`src/hw/rtl/xrf_pkg.sv`:
```
`default_nettype none
package xrf_pkg;

  // Input item: action plus the received byte
  typedef struct packed {
    logic       action;
    logic [7:0] in_byte;
  } in_item_t;

  // Result item, one per input item
  typedef struct packed {
    logic [7:0] out_byte;
    logic       out_valid;
    logic       is_end;
    logic [1:0] flow_request;
    logic       overflow;
    logic [3:0] fill_count;
  } out_item_t;

  // Configuration bundle from the register file to the sequencer
  typedef struct packed {
    logic [3:0] upper_limit;
    logic [3:0] lower_limit;
    logic [7:0] eof_code;
  } cfg_t;

  // Action codes
  localparam logic ACT_RECEIVE = 1'b0;
  localparam logic ACT_CONSUME = 1'b1;

  // Flow request codes
  localparam logic [1:0] REQ_NONE = 2'd0;
  localparam logic [1:0] REQ_XOFF = 2'd1;
  localparam logic [1:0] REQ_XON  = 2'd2;

  // Register indexes (word address)
  localparam logic [1:0] REG_UPPER = 2'd0;
  localparam logic [1:0] REG_LOWER = 2'd1;
  localparam logic [1:0] REG_EOF   = 2'd2;

  // Register reset values
  localparam logic [3:0] UPPER_RESET = 4'd6;
  localparam logic [3:0] LOWER_RESET = 4'd2;
  localparam logic [7:0] EOF_RESET   = 8'd26;

  // Byte classification constants
  localparam logic [7:0] CODE_CR    = 8'd13;
  localparam logic [7:0] CODE_LF    = 8'd10;
  localparam logic [7:0] CTRL_LIMIT = 8'd32;

  // A byte survives the consume scan when its code is 32 or above, or it is CR, LF or end-of-file
  function automatic logic byte_kept(input logic [7:0] b, input logic [7:0] eof);
    byte_kept = (b >= CTRL_LIMIT) || (b == CODE_CR) || (b == CODE_LF) || (b == eof);
  endfunction

endpackage
`default_nettype wire

```
`src/hw/rtl/xrf_mem.sv`:
```
`default_nettype none
module xrf_mem #(
  parameter int Depth = 8
) (
  input  wire logic                     clk_i,
  input  wire logic                     wr_en_i,
  input  wire logic [$clog2(Depth)-1:0] wr_addr_i,
  input  wire logic [7:0]               wr_data_i,
  input  wire logic [$clog2(Depth)-1:0] rd_addr_i,
  output logic      [7:0]               rd_data_o
);

  logic [7:0] mem_q [Depth];
  logic [7:0] rd_data_q;

  // Write port
  always_ff @(posedge clk_i) begin
    if (wr_en_i) begin
      mem_q[wr_addr_i] <= wr_data_i;
    end
  end

  // Registered read port, address sampled every cycle
  always_ff @(posedge clk_i) begin
    rd_data_q <= mem_q[rd_addr_i];
  end

  assign rd_data_o = rd_data_q;

endmodule
`default_nettype wire

```
`src/hw/rtl/xrf_ctrl.sv`:
```
`default_nettype none
module xrf_ctrl import xrf_pkg::*; #(
  parameter int Depth = 8
) (
  input  wire logic                     clk_i,
  input  wire logic                     rst_ni,
  input  wire cfg_t                     cfg_i,
  input  wire logic                     in_valid_i,
  output logic                          in_ready_o,
  input  wire in_item_t                 in_data_i,
  output logic                          res_valid_o,
  input  wire logic                     res_ready_i,
  output out_item_t                     res_data_o,
  output logic                          wr_en_o,
  output logic      [$clog2(Depth)-1:0] wr_addr_o,
  output logic      [7:0]               wr_data_o,
  output logic      [$clog2(Depth)-1:0] rd_addr_o,
  input  wire logic [7:0]               rd_data_i
);

  localparam int IdxW = $clog2(Depth);
  localparam int CntW = $clog2(Depth + 1);
  localparam int CmpW = (CntW > 4) ? CntW : 4;
  localparam logic [IdxW-1:0] LastIdx = IdxW'(Depth - 1);
  localparam logic [CntW-1:0] FullCnt = CntW'(Depth);

  // Sequencer states
  localparam logic [1:0] ST_IDLE  = 2'd0;
  localparam logic [1:0] ST_CHECK = 2'd1;
  localparam logic [1:0] ST_WAIT  = 2'd2;
  localparam logic [1:0] ST_DONE  = 2'd3;

  logic [1:0]      state_q, state_d;
  logic [IdxW-1:0] rd_idx_q, rd_idx_d;
  logic [IdxW-1:0] wr_idx_q, wr_idx_d;
  logic [CntW-1:0] cnt_q, cnt_d;
  logic            paused_q, paused_d;
  out_item_t       res_q, res_d;

  logic            accept;
  logic [CntW-1:0] cnt_inc, cnt_dec;
  logic            full;
  logic            kept;
  logic            scan_done;

  assign accept  = in_valid_i && in_ready_o;
  assign full    = (cnt_q == FullCnt);
  assign cnt_inc = cnt_q + CntW'(1);
  assign cnt_dec = cnt_q - CntW'(1);

  // Compare unit: classify the byte at the read head
  assign kept      = byte_kept(rd_data_i, cfg_i.eof_code);
  assign scan_done = kept || (cnt_dec == '0);

  // Memory ports
  assign wr_en_o   = accept && (in_data_i.action == ACT_RECEIVE) && !full;
  assign wr_addr_o = wr_idx_q;
  assign wr_data_o = in_data_i.in_byte;
  assign rd_addr_o = rd_idx_q;

  assign in_ready_o  = (state_q == ST_IDLE);
  assign res_valid_o = (state_q == ST_DONE);
  assign res_data_o  = res_q;

  // Sequencer
  always_comb begin
    state_d  = state_q;
    rd_idx_d = rd_idx_q;
    wr_idx_d = wr_idx_q;
    cnt_d    = cnt_q;
    paused_d = paused_q;
    res_d    = res_q;
    unique case (state_q)
      ST_IDLE: begin
        if (accept) begin
          res_d = '0;
          if (in_data_i.action == ACT_RECEIVE) begin
            if (full) begin
              res_d.overflow = 1'b1;
            end else begin
              wr_idx_d = (wr_idx_q == LastIdx) ? '0 : wr_idx_q + IdxW'(1);
              cnt_d    = cnt_inc;
            end
            if ((CmpW'(cnt_d) > CmpW'(cfg_i.upper_limit)) && !paused_q) begin
              paused_d           = 1'b1;
              res_d.flow_request = REQ_XOFF;
            end
            res_d.fill_count = 4'(cnt_d);
            state_d          = ST_DONE;
          end else if (cnt_q == '0) begin
            state_d = ST_DONE;
          end else begin
            state_d = ST_CHECK;
          end
        end
      end
      ST_CHECK: begin
        // pop one byte
        rd_idx_d = (rd_idx_q == LastIdx) ? '0 : rd_idx_q + IdxW'(1);
        cnt_d    = cnt_dec;
        if (scan_done) begin
          res_d.out_byte  = rd_data_i;
          res_d.out_valid = 1'b1;
          res_d.is_end    = (rd_data_i == cfg_i.eof_code);
          if ((CmpW'(cnt_dec) < CmpW'(cfg_i.lower_limit)) && paused_q) begin
            paused_d           = 1'b0;
            res_d.flow_request = REQ_XON;
          end
          res_d.fill_count = 4'(cnt_dec);
          state_d          = ST_DONE;
        end else begin
          state_d = ST_WAIT;
        end
      end
      ST_WAIT: begin
        // read data for the new head lands next cycle
        state_d = ST_CHECK;
      end
      ST_DONE: begin
        if (res_ready_i) begin
          state_d = ST_IDLE;
        end
      end
      default: begin
        state_d = ST_IDLE;
      end
    endcase
  end

  // Control state
  always_ff @(posedge clk_i or negedge rst_ni) begin
    if (!rst_ni) begin
      state_q  <= ST_IDLE;
      rd_idx_q <= '0;
      wr_idx_q <= '0;
      cnt_q    <= '0;
      paused_q <= 1'b0;
    end else begin
      state_q  <= state_d;
      rd_idx_q <= rd_idx_d;
      wr_idx_q <= wr_idx_d;
      cnt_q    <= cnt_d;
      paused_q <= paused_d;
    end
  end

  // Result payload
  always_ff @(posedge clk_i) begin
    res_q <= res_d;
  end

endmodule
`default_nettype wire

```
`src/hw/rtl/xon_xoff_receive_fifo_core.sv`:
```
// Receive ring buffer with XON/XOFF flow control.
// Input channel (in_valid_i/in_ready_o/in_data_i): each request is either a
// receive (store in_byte) or a consume (pop bytes, dropping control bytes
// other than CR, LF and the end-of-file code, until a kept byte or empty).
// Output channel (out_valid_o/out_ready_i/out_data_o): exactly one result per
// request, carrying the byte, end flag, XON/XOFF request, overflow and count.
// A receive or an empty consume goes to the DONE state and then into the
// output register; a consume pops its bytes in the CHECK state, each further
// pop waiting in WAIT on the registered read of the byte memory.
// One request is in flight at a time: the next request is taken only after
// the result moves into the output register. in_ready_o rises again as soon
// as it does, so a new request is taken while a result still waits there.
// If the receiver stalls with a result waiting, the next result is held
// inside and input is refused until it moves.
// Reset empties the buffer, turns flow on and restores the registers
// (upper 6, lower 2, end-of-file 26); no memory clearing is needed.
// APB registers: 0x0 upper limit, 0x4 lower limit, 0x8 end-of-file code.
`default_nettype none
module xon_xoff_receive_fifo_core import xrf_pkg::*; #(
  parameter int DEPTH = 8
) (
  input  wire logic      clk_i,
  input  wire logic      rst_ni,
  input  wire logic      in_valid_i,
  output logic           in_ready_o,
  input  wire in_item_t  in_data_i,
  output logic           out_valid_o,
  input  wire logic      out_ready_i,
  output out_item_t      out_data_o,
  input  wire logic      psel,
  input  wire logic      penable,
  input  wire logic      pwrite,
  input  wire logic [3:0]  paddr,
  input  wire logic [31:0] pwdata,
  output logic      [31:0] prdata,
  output logic           pready
);

  localparam int IdxW = $clog2(DEPTH);

  cfg_t            cfg_q, cfg_d;
  logic            cfg_wr;
  logic            res_valid, res_ready;
  out_item_t       res_data;
  logic            out_valid_q;
  out_item_t       out_data_q;
  logic            wr_en;
  logic [IdxW-1:0] wr_addr, rd_addr;
  logic [7:0]      wr_data, rd_data;

  // Register writes
  assign pready = 1'b1;
  assign cfg_wr = psel && penable && pwrite;

  always_comb begin
    cfg_d = cfg_q;
    if (cfg_wr) begin
      unique case (paddr[3:2])
        REG_UPPER: cfg_d.upper_limit = pwdata[3:0];
        REG_LOWER: cfg_d.lower_limit = pwdata[3:0];
        REG_EOF:   cfg_d.eof_code    = pwdata[7:0];
        default:   cfg_d             = cfg_q;
      endcase
    end
  end

  always_ff @(posedge clk_i or negedge rst_ni) begin
    if (!rst_ni) begin
      cfg_q.upper_limit <= UPPER_RESET;
      cfg_q.lower_limit <= LOWER_RESET;
      cfg_q.eof_code    <= EOF_RESET;
    end else begin
      cfg_q <= cfg_d;
    end
  end

  // Register reads
  always_comb begin
    unique case (paddr[3:2])
      REG_UPPER: prdata = {28'd0, cfg_q.upper_limit};
      REG_LOWER: prdata = {28'd0, cfg_q.lower_limit};
      REG_EOF:   prdata = {24'd0, cfg_q.eof_code};
      default:   prdata = '0;
    endcase
  end

  // Sequencer
  xrf_ctrl #(
    .Depth(DEPTH)
  ) u_ctrl (
    .clk_i      (clk_i),
    .rst_ni     (rst_ni),
    .cfg_i      (cfg_q),
    .in_valid_i (in_valid_i),
    .in_ready_o (in_ready_o),
    .in_data_i  (in_data_i),
    .res_valid_o(res_valid),
    .res_ready_i(res_ready),
    .res_data_o (res_data),
    .wr_en_o    (wr_en),
    .wr_addr_o  (wr_addr),
    .wr_data_o  (wr_data),
    .rd_addr_o  (rd_addr),
    .rd_data_i  (rd_data)
  );

  // Byte store
  xrf_mem #(
    .Depth(DEPTH)
  ) u_mem (
    .clk_i    (clk_i),
    .wr_en_i  (wr_en),
    .wr_addr_i(wr_addr),
    .wr_data_i(wr_data),
    .rd_addr_i(rd_addr),
    .rd_data_o(rd_data)
  );

  // Output register
  assign res_ready = !out_valid_q || out_ready_i;

  always_ff @(posedge clk_i or negedge rst_ni) begin
    if (!rst_ni) begin
      out_valid_q <= 1'b0;
    end else if (res_ready) begin
      out_valid_q <= res_valid;
    end
  end

  always_ff @(posedge clk_i) begin
    if (res_ready && res_valid) begin
      out_data_q <= res_data;
    end
  end

  assign out_valid_o = out_valid_q;
  assign out_data_o  = out_data_q;

endmodule
`default_nettype wire

```
`config.mk`:
```
export PLATFORM = sky130hd
export DESIGN_NAME = xon_xoff_receive_fifo_core
export DESIGN_NICKNAME = d
export VERILOG_FILES = /design/src/hw/rtl/xrf_pkg.sv /design/src/hw/rtl/xrf_mem.sv /design/src/hw/rtl/xrf_ctrl.sv /design/src/hw/rtl/xon_xoff_receive_fifo_core.sv
export SDC_FILE = /design/constraint.sdc
export NUM_CORES = 1
export LEC_CHECK = 0
export BUFFER_PORTS_ARGS = -buffer_cell sky130_fd_sc_hd__buf_2
export CAP_MARGIN = 40
export CORE_MARGIN = 4
export CORE_UTILIZATION = 56
export DETAILED_ROUTE_END_ITERATION = 8
export PLACE_DENSITY = 0.77
export SLEW_MARGIN = 20
export SYNTH_ARGS = -nofsm -noshare
export SYNTH_HDL_FRONTEND = slang
export SYNTH_HIERARCHICAL = 1
export SYNTH_SLANG_ARGS = --single-unit
```
`constraint.sdc`:
```
create_clock -name clk_i -period 2.85 [get_ports clk_i]
set_clock_uncertainty 0.1 [all_clocks]
set_input_delay 0.57 -clock clk_i [delete_from_list [all_inputs] [get_ports clk_i]]
set_output_delay 0.57 -clock clk_i [all_outputs]
set_load 0.02 [all_outputs]
```
==> summary.txt, run 1 <==
Clock network
  • Clk_lat worst skew: 0.51 ns
  • Root Buffer Master: clkbuf_8
  • Clock Path Buffers: 2
  • Postcts setup bufs: 0
  • Post-CTS Hold Buffers: 0
  • H-tree Lvls: 4
  • CTS tree: built
  • Num Clock Sinks: 136
  • Worst-path clk slew: 0.06 ns
  • Cts bufs inserted: 17
  • Post-CTS Resized: 0

Die
  • Full die area: 12,510 sq um
  • Placeable Area: 10,420 sq um
  • Die Wd: 111.9 um
  • Height of the die: 111.9 um
  • Starting Density: 0.5801
  • IO Count: 104
  • Row cnt: 37

Drt
  • ANT nets after route: 0
  • WL final: 10.44 mm
  • DRC: 0
  • Via density per instance: 5.307
  • Initial DRT Pass Iterations: 4
  • Vias: 3,195
  • Initial DRC count: 161
  • Post-DR wirelength/cell: 17.34 um

Yosys
  • Seq/Total Area, Yosys: 0.6391
  • Avg Cell Area, Syn: 15.45 sq um
  • Post-synthesis register bit count: 136
  • Cell Area, Synth: 6042 sq um
  • Cell variety after synth: 57
  • Ys async rst share: 0.2206
  • Synthesized instance count: 391
  • EDFF count, synth: 98
  • Main flop type after synthesis: edfxtp_1
  • Yosys warns: 6

Cells and area
  • Share of cells above drive strength 1: 0.3004
  • Fill cells: 713
  • Synthesis-to-layout area growth: 14.29%
  • Antenna Cells: 0
  • Final instance area: 6905 sq um
  • Nets: 520

Worst setup path
  • Worst Path Max Fanout: 6
  • Critical path endpoint category: flop
  • Crit Path Class: flop to flop
  • Worst EP required: 2.94 ns
  • Nature of the critical path startpoint: flop
  • Crit path from: u_ctrl/cnt_q[1]
  • Crit path DAT: 2.60 ns
  • Critical R2R Launch: u_ctrl/cnt_q[1]

Global routing
  • Pin count of the biggest net entering global routing: 31
  • Global Route Usage Sum: 0.1769
  • First-pass GRT wire length: 16.88 mm
  • Vias in the first global route: 3,226
  • Initial antenna violation count: 0
  • Total gr overflow: 0

Timing
  • Slew Limit Fails: 0
  • Maximum clock rate: 397.8 MHz
  • Finish-stage setup viols: 0
  • Final hold vios: 0
  • Setup TNS: 0 ns
  • Slew @ Worst Pin: 0.7166 ns
  • Max-slew headroom: 0.5222
  • Post-route minimum period: 2.514 ns
  • RSZ-0062 raised after global routing: no
  • Crit share post-route: 0.8821

Power and ir drop
  • Power Density: 1040 nW/um^2
  • Post-layout power: 7.185 mW
  • Maximum vdd ir drop: 705.8 uV
  • Leakage power: 2.752 nW

Outcome
  • Status: completed

Place
  • I/O Buffers: 52
  • RD Place Congestion: 0.8454
  • DPL Wire Length: 6.988 mm
  • Cell area after placement: 6317 sq um

Flow run
  • Max_cap viols: 0

Worst hold path
  • Hold Crit Class: input pin to asynchronous set/reset pin
## where the power goes
part | internal, mW | leakage [nW] | total, mW | switching [mW]
Clock | 1.34 | 0.279 | 2.13 | 0.797
Sequential | 2.73 | 1.33 | 3.10 | 0.374
Combinational | 0.892 | 1.15 | 1.95 | 1.06
Total | 4.96 | 2.75 | 7.18 | 2.23
## registers in the layout, indices dropped and copies added, names as in the netlist
register           cells
out_data_o            17
u_ctrl/wr_addr_o       3
u_mem/mem_q           64
u_ctrl/paused_q        1
u_ctrl/rd_addr_o       3
u_ctrl/cnt_q           4
u_ctrl/res_data_o     17
out_valid_o            1
cfg_q                 16
u_mem/rd_data_o        8
u_ctrl/state_q         2
## metal layers
metal / vias up / GRT usage / wire length, um
li1: 1516 / - / -
met3: 14 / 0.05435 / 599
met1: 1565 / 0.2181 / 4346
met5: - / 0 / 0
met2: 100 / 0.2966 / 5318
met4: 0 / 0.06245 / 177
## cell usage after synthesis, types with 2 or more instances
cell      number  area, sq um
nor2b_1        4        25.02
nand3_1        2        10.01
dfstp_2        6        157.7
nand2b_1       6        37.54
nor3_1         7        35.03
a21oi_1        6        30.03
nor2_1        10        37.54
conb_1         2        7.510
inv_1         15        56.30
buf_6          3        33.78
nand3b_1       2        15.01
buf_2          3        15.01
a21o_1         2        15.01
nand2_1       29        108.9
mux2_4         4        60.06
o31ai_1        2        15.01
o21ai_0       11        55.05
mux4_1        15        394.1
edfxtp_1      98         2943
mux2i_1        4        40.04
and2_1        14        87.58
xnor2_1       13        113.9
dfxtp_1        8        160.2
nand4_1        3        18.77
buf_4         35        262.8
dfrtp_1       24        600.6
ha_1          14        175.2
mux2_2        20        225.2
## metrics by stage
| stage | instances | hold WS [ns] | setup slack [ns] | utilization |
|---|---|---|---|---|
| after floorplan | 414 | 0.1744 | 0.3755 | - |
| after global placement | 571 | 0.3008 | 0.4242 | 0.6065 |
| after detailed placement | 571 | 0.3045 | 0.3356 | 0.6065 |
| after CTS | 602 | 0.01581 | 0.3408 | 0.6629 |
| after global routing | 602 | 0.04782 | 0.1300 | 0.6629 |
| final | 602 | 0.01333 | 0.3361 | 0.6629 |
## path summary, 6_finish.rpt
| check | depth (start not counted) | endpoint | slack (ns) |
|---|---|---|---|
| setup / recovery | 9 | u_ctrl/res_data_o[6] | 0.34 |
| hold / removal | 1 | u_ctrl/wr_addr_o[2] | 0.01 |
| setup reg to reg | 9 | u_ctrl/res_data_o[6] | 0.34 |
| hold reg to reg | 0 | out_data_o[13] | 0.32 |
| max in group asynchronous | 1 | out_valid_o | 2.18 |
| min in group clk_i | 2 | cfg_q[5] | 0.20 |
## layout by cell type, fill, tap and decap left out, drive strengths merged, types with 2 or more instances in the layout
cell | Yosys | routed
edfxtp | 98 | 98
buf | 43 | 65
nand2 | 29 | 29
conb | 2 | 25
dfrtp | 24 | 24
mux2 | 24 | 24
inv | 15 | 19
clkbuf | 1 | 18
mux4 | 16 | 16
and2 | 14 | 14
ha | 14 | 14
xnor2 | 13 | 13
o21ai | 12 | 12
nor2 | 10 | 10
nor3 | 9 | 9
dfxtp | 8 | 8
nand2b | 6 | 6
dfstp | 6 | 6
a21oi | 6 | 6
mux2i | 4 | 4
nor2b | 4 | 4
bufinv | 0 | 3
clkinvlp | 0 | 3
nand4 | 3 | 3
clkinv | 0 | 3
nand3 | 3 | 3
nand3b | 2 | 2
o31ai | 2 | 2
a21o | 2 | 2
nor3b | 2 | 2
o211ai | 2 | 2
## final cells by class
type	instances	area [sq um]	area share
timing repair buffer	65	357.8	0.05182
inverter	15	56.30	0.008154
tap	136	170.2	0.02464
clock inverter	13	170.2	0.02464
sequential	136	3861	0.5592
clock buffer	18	417.9	0.06052
multi-input combinational	219	1872	0.2711
## critical path, stage by stage, from the launching register on
cell and delay, ns:
dfrtp_1 0.47, inv_1 0.10, ha_1 0.25, xnor2_1 0.32
inv_1 0.08, ha_1 0.28, o21a_1 0.10, o21ai_0 0.15
nand3b_1 0.12, a22oi_1 0.24
## cells by family after synthesis
family / Yosys count / share of synthesized area
buffers and inverters: 59 / 0.06543
flip-flops: 136 / 0.6391
AO/OA/AOI/OAI: 35 / 0.03873
other: 2 / 0.001243
AND/OR/NAND/NOR: 87 / 0.08221
adder cells (fa/ha/maj): 14 / 0.02899
multiplexers: 44 / 0.1228
XOR/XNOR: 14 / 0.02154
Power figures use the tool's default switching activity.
==> run 2: changes to the inputs <==
--- a/config.mk
+++ b/config.mk
@@ -10,6 +10,7 @@
 export CORE_MARGIN = 4
 export CORE_UTILIZATION = 56
 export DETAILED_ROUTE_END_ITERATION = 8
+export MAX_ROUTING_LAYER = met4
 export PLACE_DENSITY = 0.77
 export SLEW_MARGIN = 20
 export SYNTH_ARGS = -nofsm -noshare
==> run 2 against run 1 <==
  * Die area unchanged
  * Count of clock-buffer cells in the layout unchanged
  * Sequential power about the same
  * Flip-flop and latch count unchanged
  * Critical endpoint unchanged
  * Power about the same
  * Critical path depth unchanged
  * Final cell count unchanged
  * Final area unchanged
==> summary.txt, run 2 (synthesis gave the netlist of run 1 again) <==
Cells and area
  • Nets: 520 (unchanged)
  • Commonest cells after routing, fill and taps aside: edfxtp_1 (98), buf_2 (52), nand2_1 (29)
  • Max reg flops: 64 (unchanged)
  • Synthesis-to-layout area growth: 14.29% (unchanged)
  • FF/Latch Area: 3861 sq um (unchanged)
  • Commonest non-fill, non-tap cell in the layout: edfxtp_1
  • Top reg by flops: u_mem/mem_q
  • Antenna Cells: 0 (unchanged)
  • Fill cells: 713 (unchanged)
  • Share of cells above drive strength 1: 0.3004 (unchanged)
  • Fin cells: 602 (unchanged)
  • Final Util: 0.6629 (unchanged)
  • Area of the multi-input gates: 1872 sq um (unchanged)

Die
  • Placeable Area: 10,420 sq um (unchanged)
  • Die Wd: 111.9 um (unchanged)
  • Starting Density: 0.5801 (unchanged)
  • Full die area: 12,510 sq um (unchanged)
  • Row cnt: 37 (unchanged)
  • IO Count: 104 (unchanged)
  • Height of the die: 111.9 um (unchanged)

Worst setup path
  • Critical R2R Launch: u_ctrl/cnt_q[1]
  • Critical path endpoint category: flop
  • R2R setup slack: 0.34 ns (about the same)
  • Worst EP required: 2.94 ns (about the same)
  • Worst Path Max Fanout: 6 (unchanged)
  • Crit path DAT: 2.60 ns (about the same)
  • Worst reg2reg endpoint: u_ctrl/res_data_o[6]
  • Nature of the critical path startpoint: flop
  • FF-to-FF path depth: 9 (unchanged)
  • Crit Path Class: flop to flop

Timing
  • Final hold vios: 0 (unchanged)
  • RSZ-0062 raised after global routing: no
  • Setup TNS: 0 ns (unchanged)
  • Max-slew headroom: 0.5215 (-0.0007680)
  • Slew @ Worst Pin: 0.7178 ns (+0.001153 ns)
  • Slew Limit Fails: 0 (unchanged)
  • Post-route minimum period: 2.510 ns (-0.003467 ns)
  • Finish-stage setup viols: 0 (unchanged)
  • Crit share post-route: 0.8809 (-0.001216)
  • Maximum clock rate: 398.3 MHz (+0.14%)

Global routing
  • Initial antenna violation count: 0 (unchanged)
  • First-pass GRT wire length: 16.90 mm (about the same)
  • Total gr overflow: 0 (unchanged)
  • Global Route Usage Sum: 0.1824 (+0.005558)
  • Pin count of the biggest net entering global routing: 31 (unchanged)
  • Vias in the first global route: 3,226 (unchanged)

Power and ir drop
  • Power Density: 1041 nW/um^2 (about the same)
  • Seq pwr share: 0.431 (about the same)
  • Clk pwr share: 0.297 (about the same)
  • Leakage power: 2.752 nW (unchanged)
  • Combinational power share: 0.271 (about the same)
  • Pint: 4.957 mW (about the same)
  • Maximum vdd ir drop: 705.0 uV (-0.11%)
  • Sw Pwr: 2.228 mW (about the same)
  • Switching Share: 0.3101 (about the same)

Clock network
  • Root Buffer Master: clkbuf_8
  • Cts bufs inserted: 17 (unchanged)
  • Postcts setup bufs: 0 (unchanged)
  • Post-CTS Resized: 0 (unchanged)
  • CTS tree: built
  • Clk_lat worst skew: 0.52 ns (about the same)
  • H-tree Lvls: 4 (unchanged)
  • Num Clock Sinks: 136 (unchanged)
  • Post-CTS Hold Buffers: 0 (unchanged)
  • Clock Path Buffers: 2 (unchanged)
  • Worst-path clk slew: 0.06 ns (about the same)

Worst hold path
  • Hold Crit Class: input pin to asynchronous set/reset pin

Outcome
  • Status: completed

Drt
  • DRC: 0 (unchanged)
  • Vias: 3,245 (+1.6%)
  • Via density per instance: 5.390 (+1.6%)
  • Initial DRT Pass Iterations: 5 (+1)
  • Post-DR wirelength/cell: 17.31 um (-0.18%)
  • WL final: 10.42 mm (-0.18%)
  • ANT nets after route: 0 (unchanged)
  • Initial DRC count: 182 (+13%)

Place
  • RD Place Congestion: 0.8586 (+1.6%)
  • DPL Wire Length: 6.988 mm (unchanged)
  • Post-placement cell count: 571 (unchanged)
  • I/O Buffers: 52 (unchanged)

Flow run
  • Max_cap viols: 0 (unchanged)
-- run 2: cell counts in the layout (fill, tap and decap cells not counted) --
Identical to the previous run, type by type.
-- run 2: worst max-delay path, stage by stage (launching register included) --
cell      delay [ns]
dfrtp_1         0.47
inv_1           0.10
ha_1            0.25
xnor2_1         0.32
inv_1           0.08
ha_1            0.28
o21a_1          0.10
o21ai_0         0.15
nand3b_1        0.12
a22oi_1         0.24
-- run 2: per-layer routing --
| metal | GRT usage | routed length (um) |
|---|---|---|
| met2 | 0.2974 | 5350 |
| met3 | 0.05326 | 549 |
| met1 | 0.2181 | 4353 |
| met4 | 0.06326 | 167 |
| met5 | - | 0 |
-- run 2: worst max path at each step --
stage                          startpoint                    to  slack [ns]  cells after the start
after global routing      u_ctrl/cnt_q[1]  u_ctrl/res_data_o[6]        0.13                      9
final                     u_ctrl/cnt_q[1]  u_ctrl/res_data_o[6]        0.34                      9
after CTS                 u_ctrl/cnt_q[1]  u_ctrl/res_data_o[6]        0.34                      9
after floorplan           u_ctrl/cnt_q[0]     u_mem/mem_q[0][0]        0.38                      7
after global placement    u_ctrl/cnt_q[1]  u_ctrl/res_data_o[5]        0.42                      9
after detailed placement  u_ctrl/cnt_q[1]  u_ctrl/res_data_o[5]        0.34                      9
-- run 2: final cells by class --
| type | count | share of cell area |
|---|---|---|
| timing repair buffer | 65 | 0.05182 |
| sequential | 136 | 0.5592 |
| clock inverter | 13 | 0.02464 |
| inverter | 15 | 0.008154 |
| multi-input combinational | 219 | 0.2711 |
| clock buffer | 18 | 0.06052 |
| tap | 136 | 0.02464 |
-- run 2: power groups by stage --
stage                     Sequential, mW  Combinational, mW  Clock [mW]
after CTS                           3.11               1.97        2.17
after global placement              3.11               1.87           0
after floorplan                     3.12               1.49           0
after global routing                3.17               2.15        2.28
final                               3.10               1.95        2.14
after detailed placement            3.14               1.94           0
-- run 2: stage by stage --
stage                     total power [mW]  hold WS (ns)  cell area, sq um  setup slack [ns]
after floorplan                      4.613        0.1744              6128            0.3755
after global placement               4.980        0.3008              6317            0.4242
after detailed placement             5.079        0.3045              6317            0.3356
after CTS                            7.246       0.01581              6905            0.3408
after global routing                 7.601       0.04862              6905            0.1303
final                                7.185      0.007063              6905            0.3395
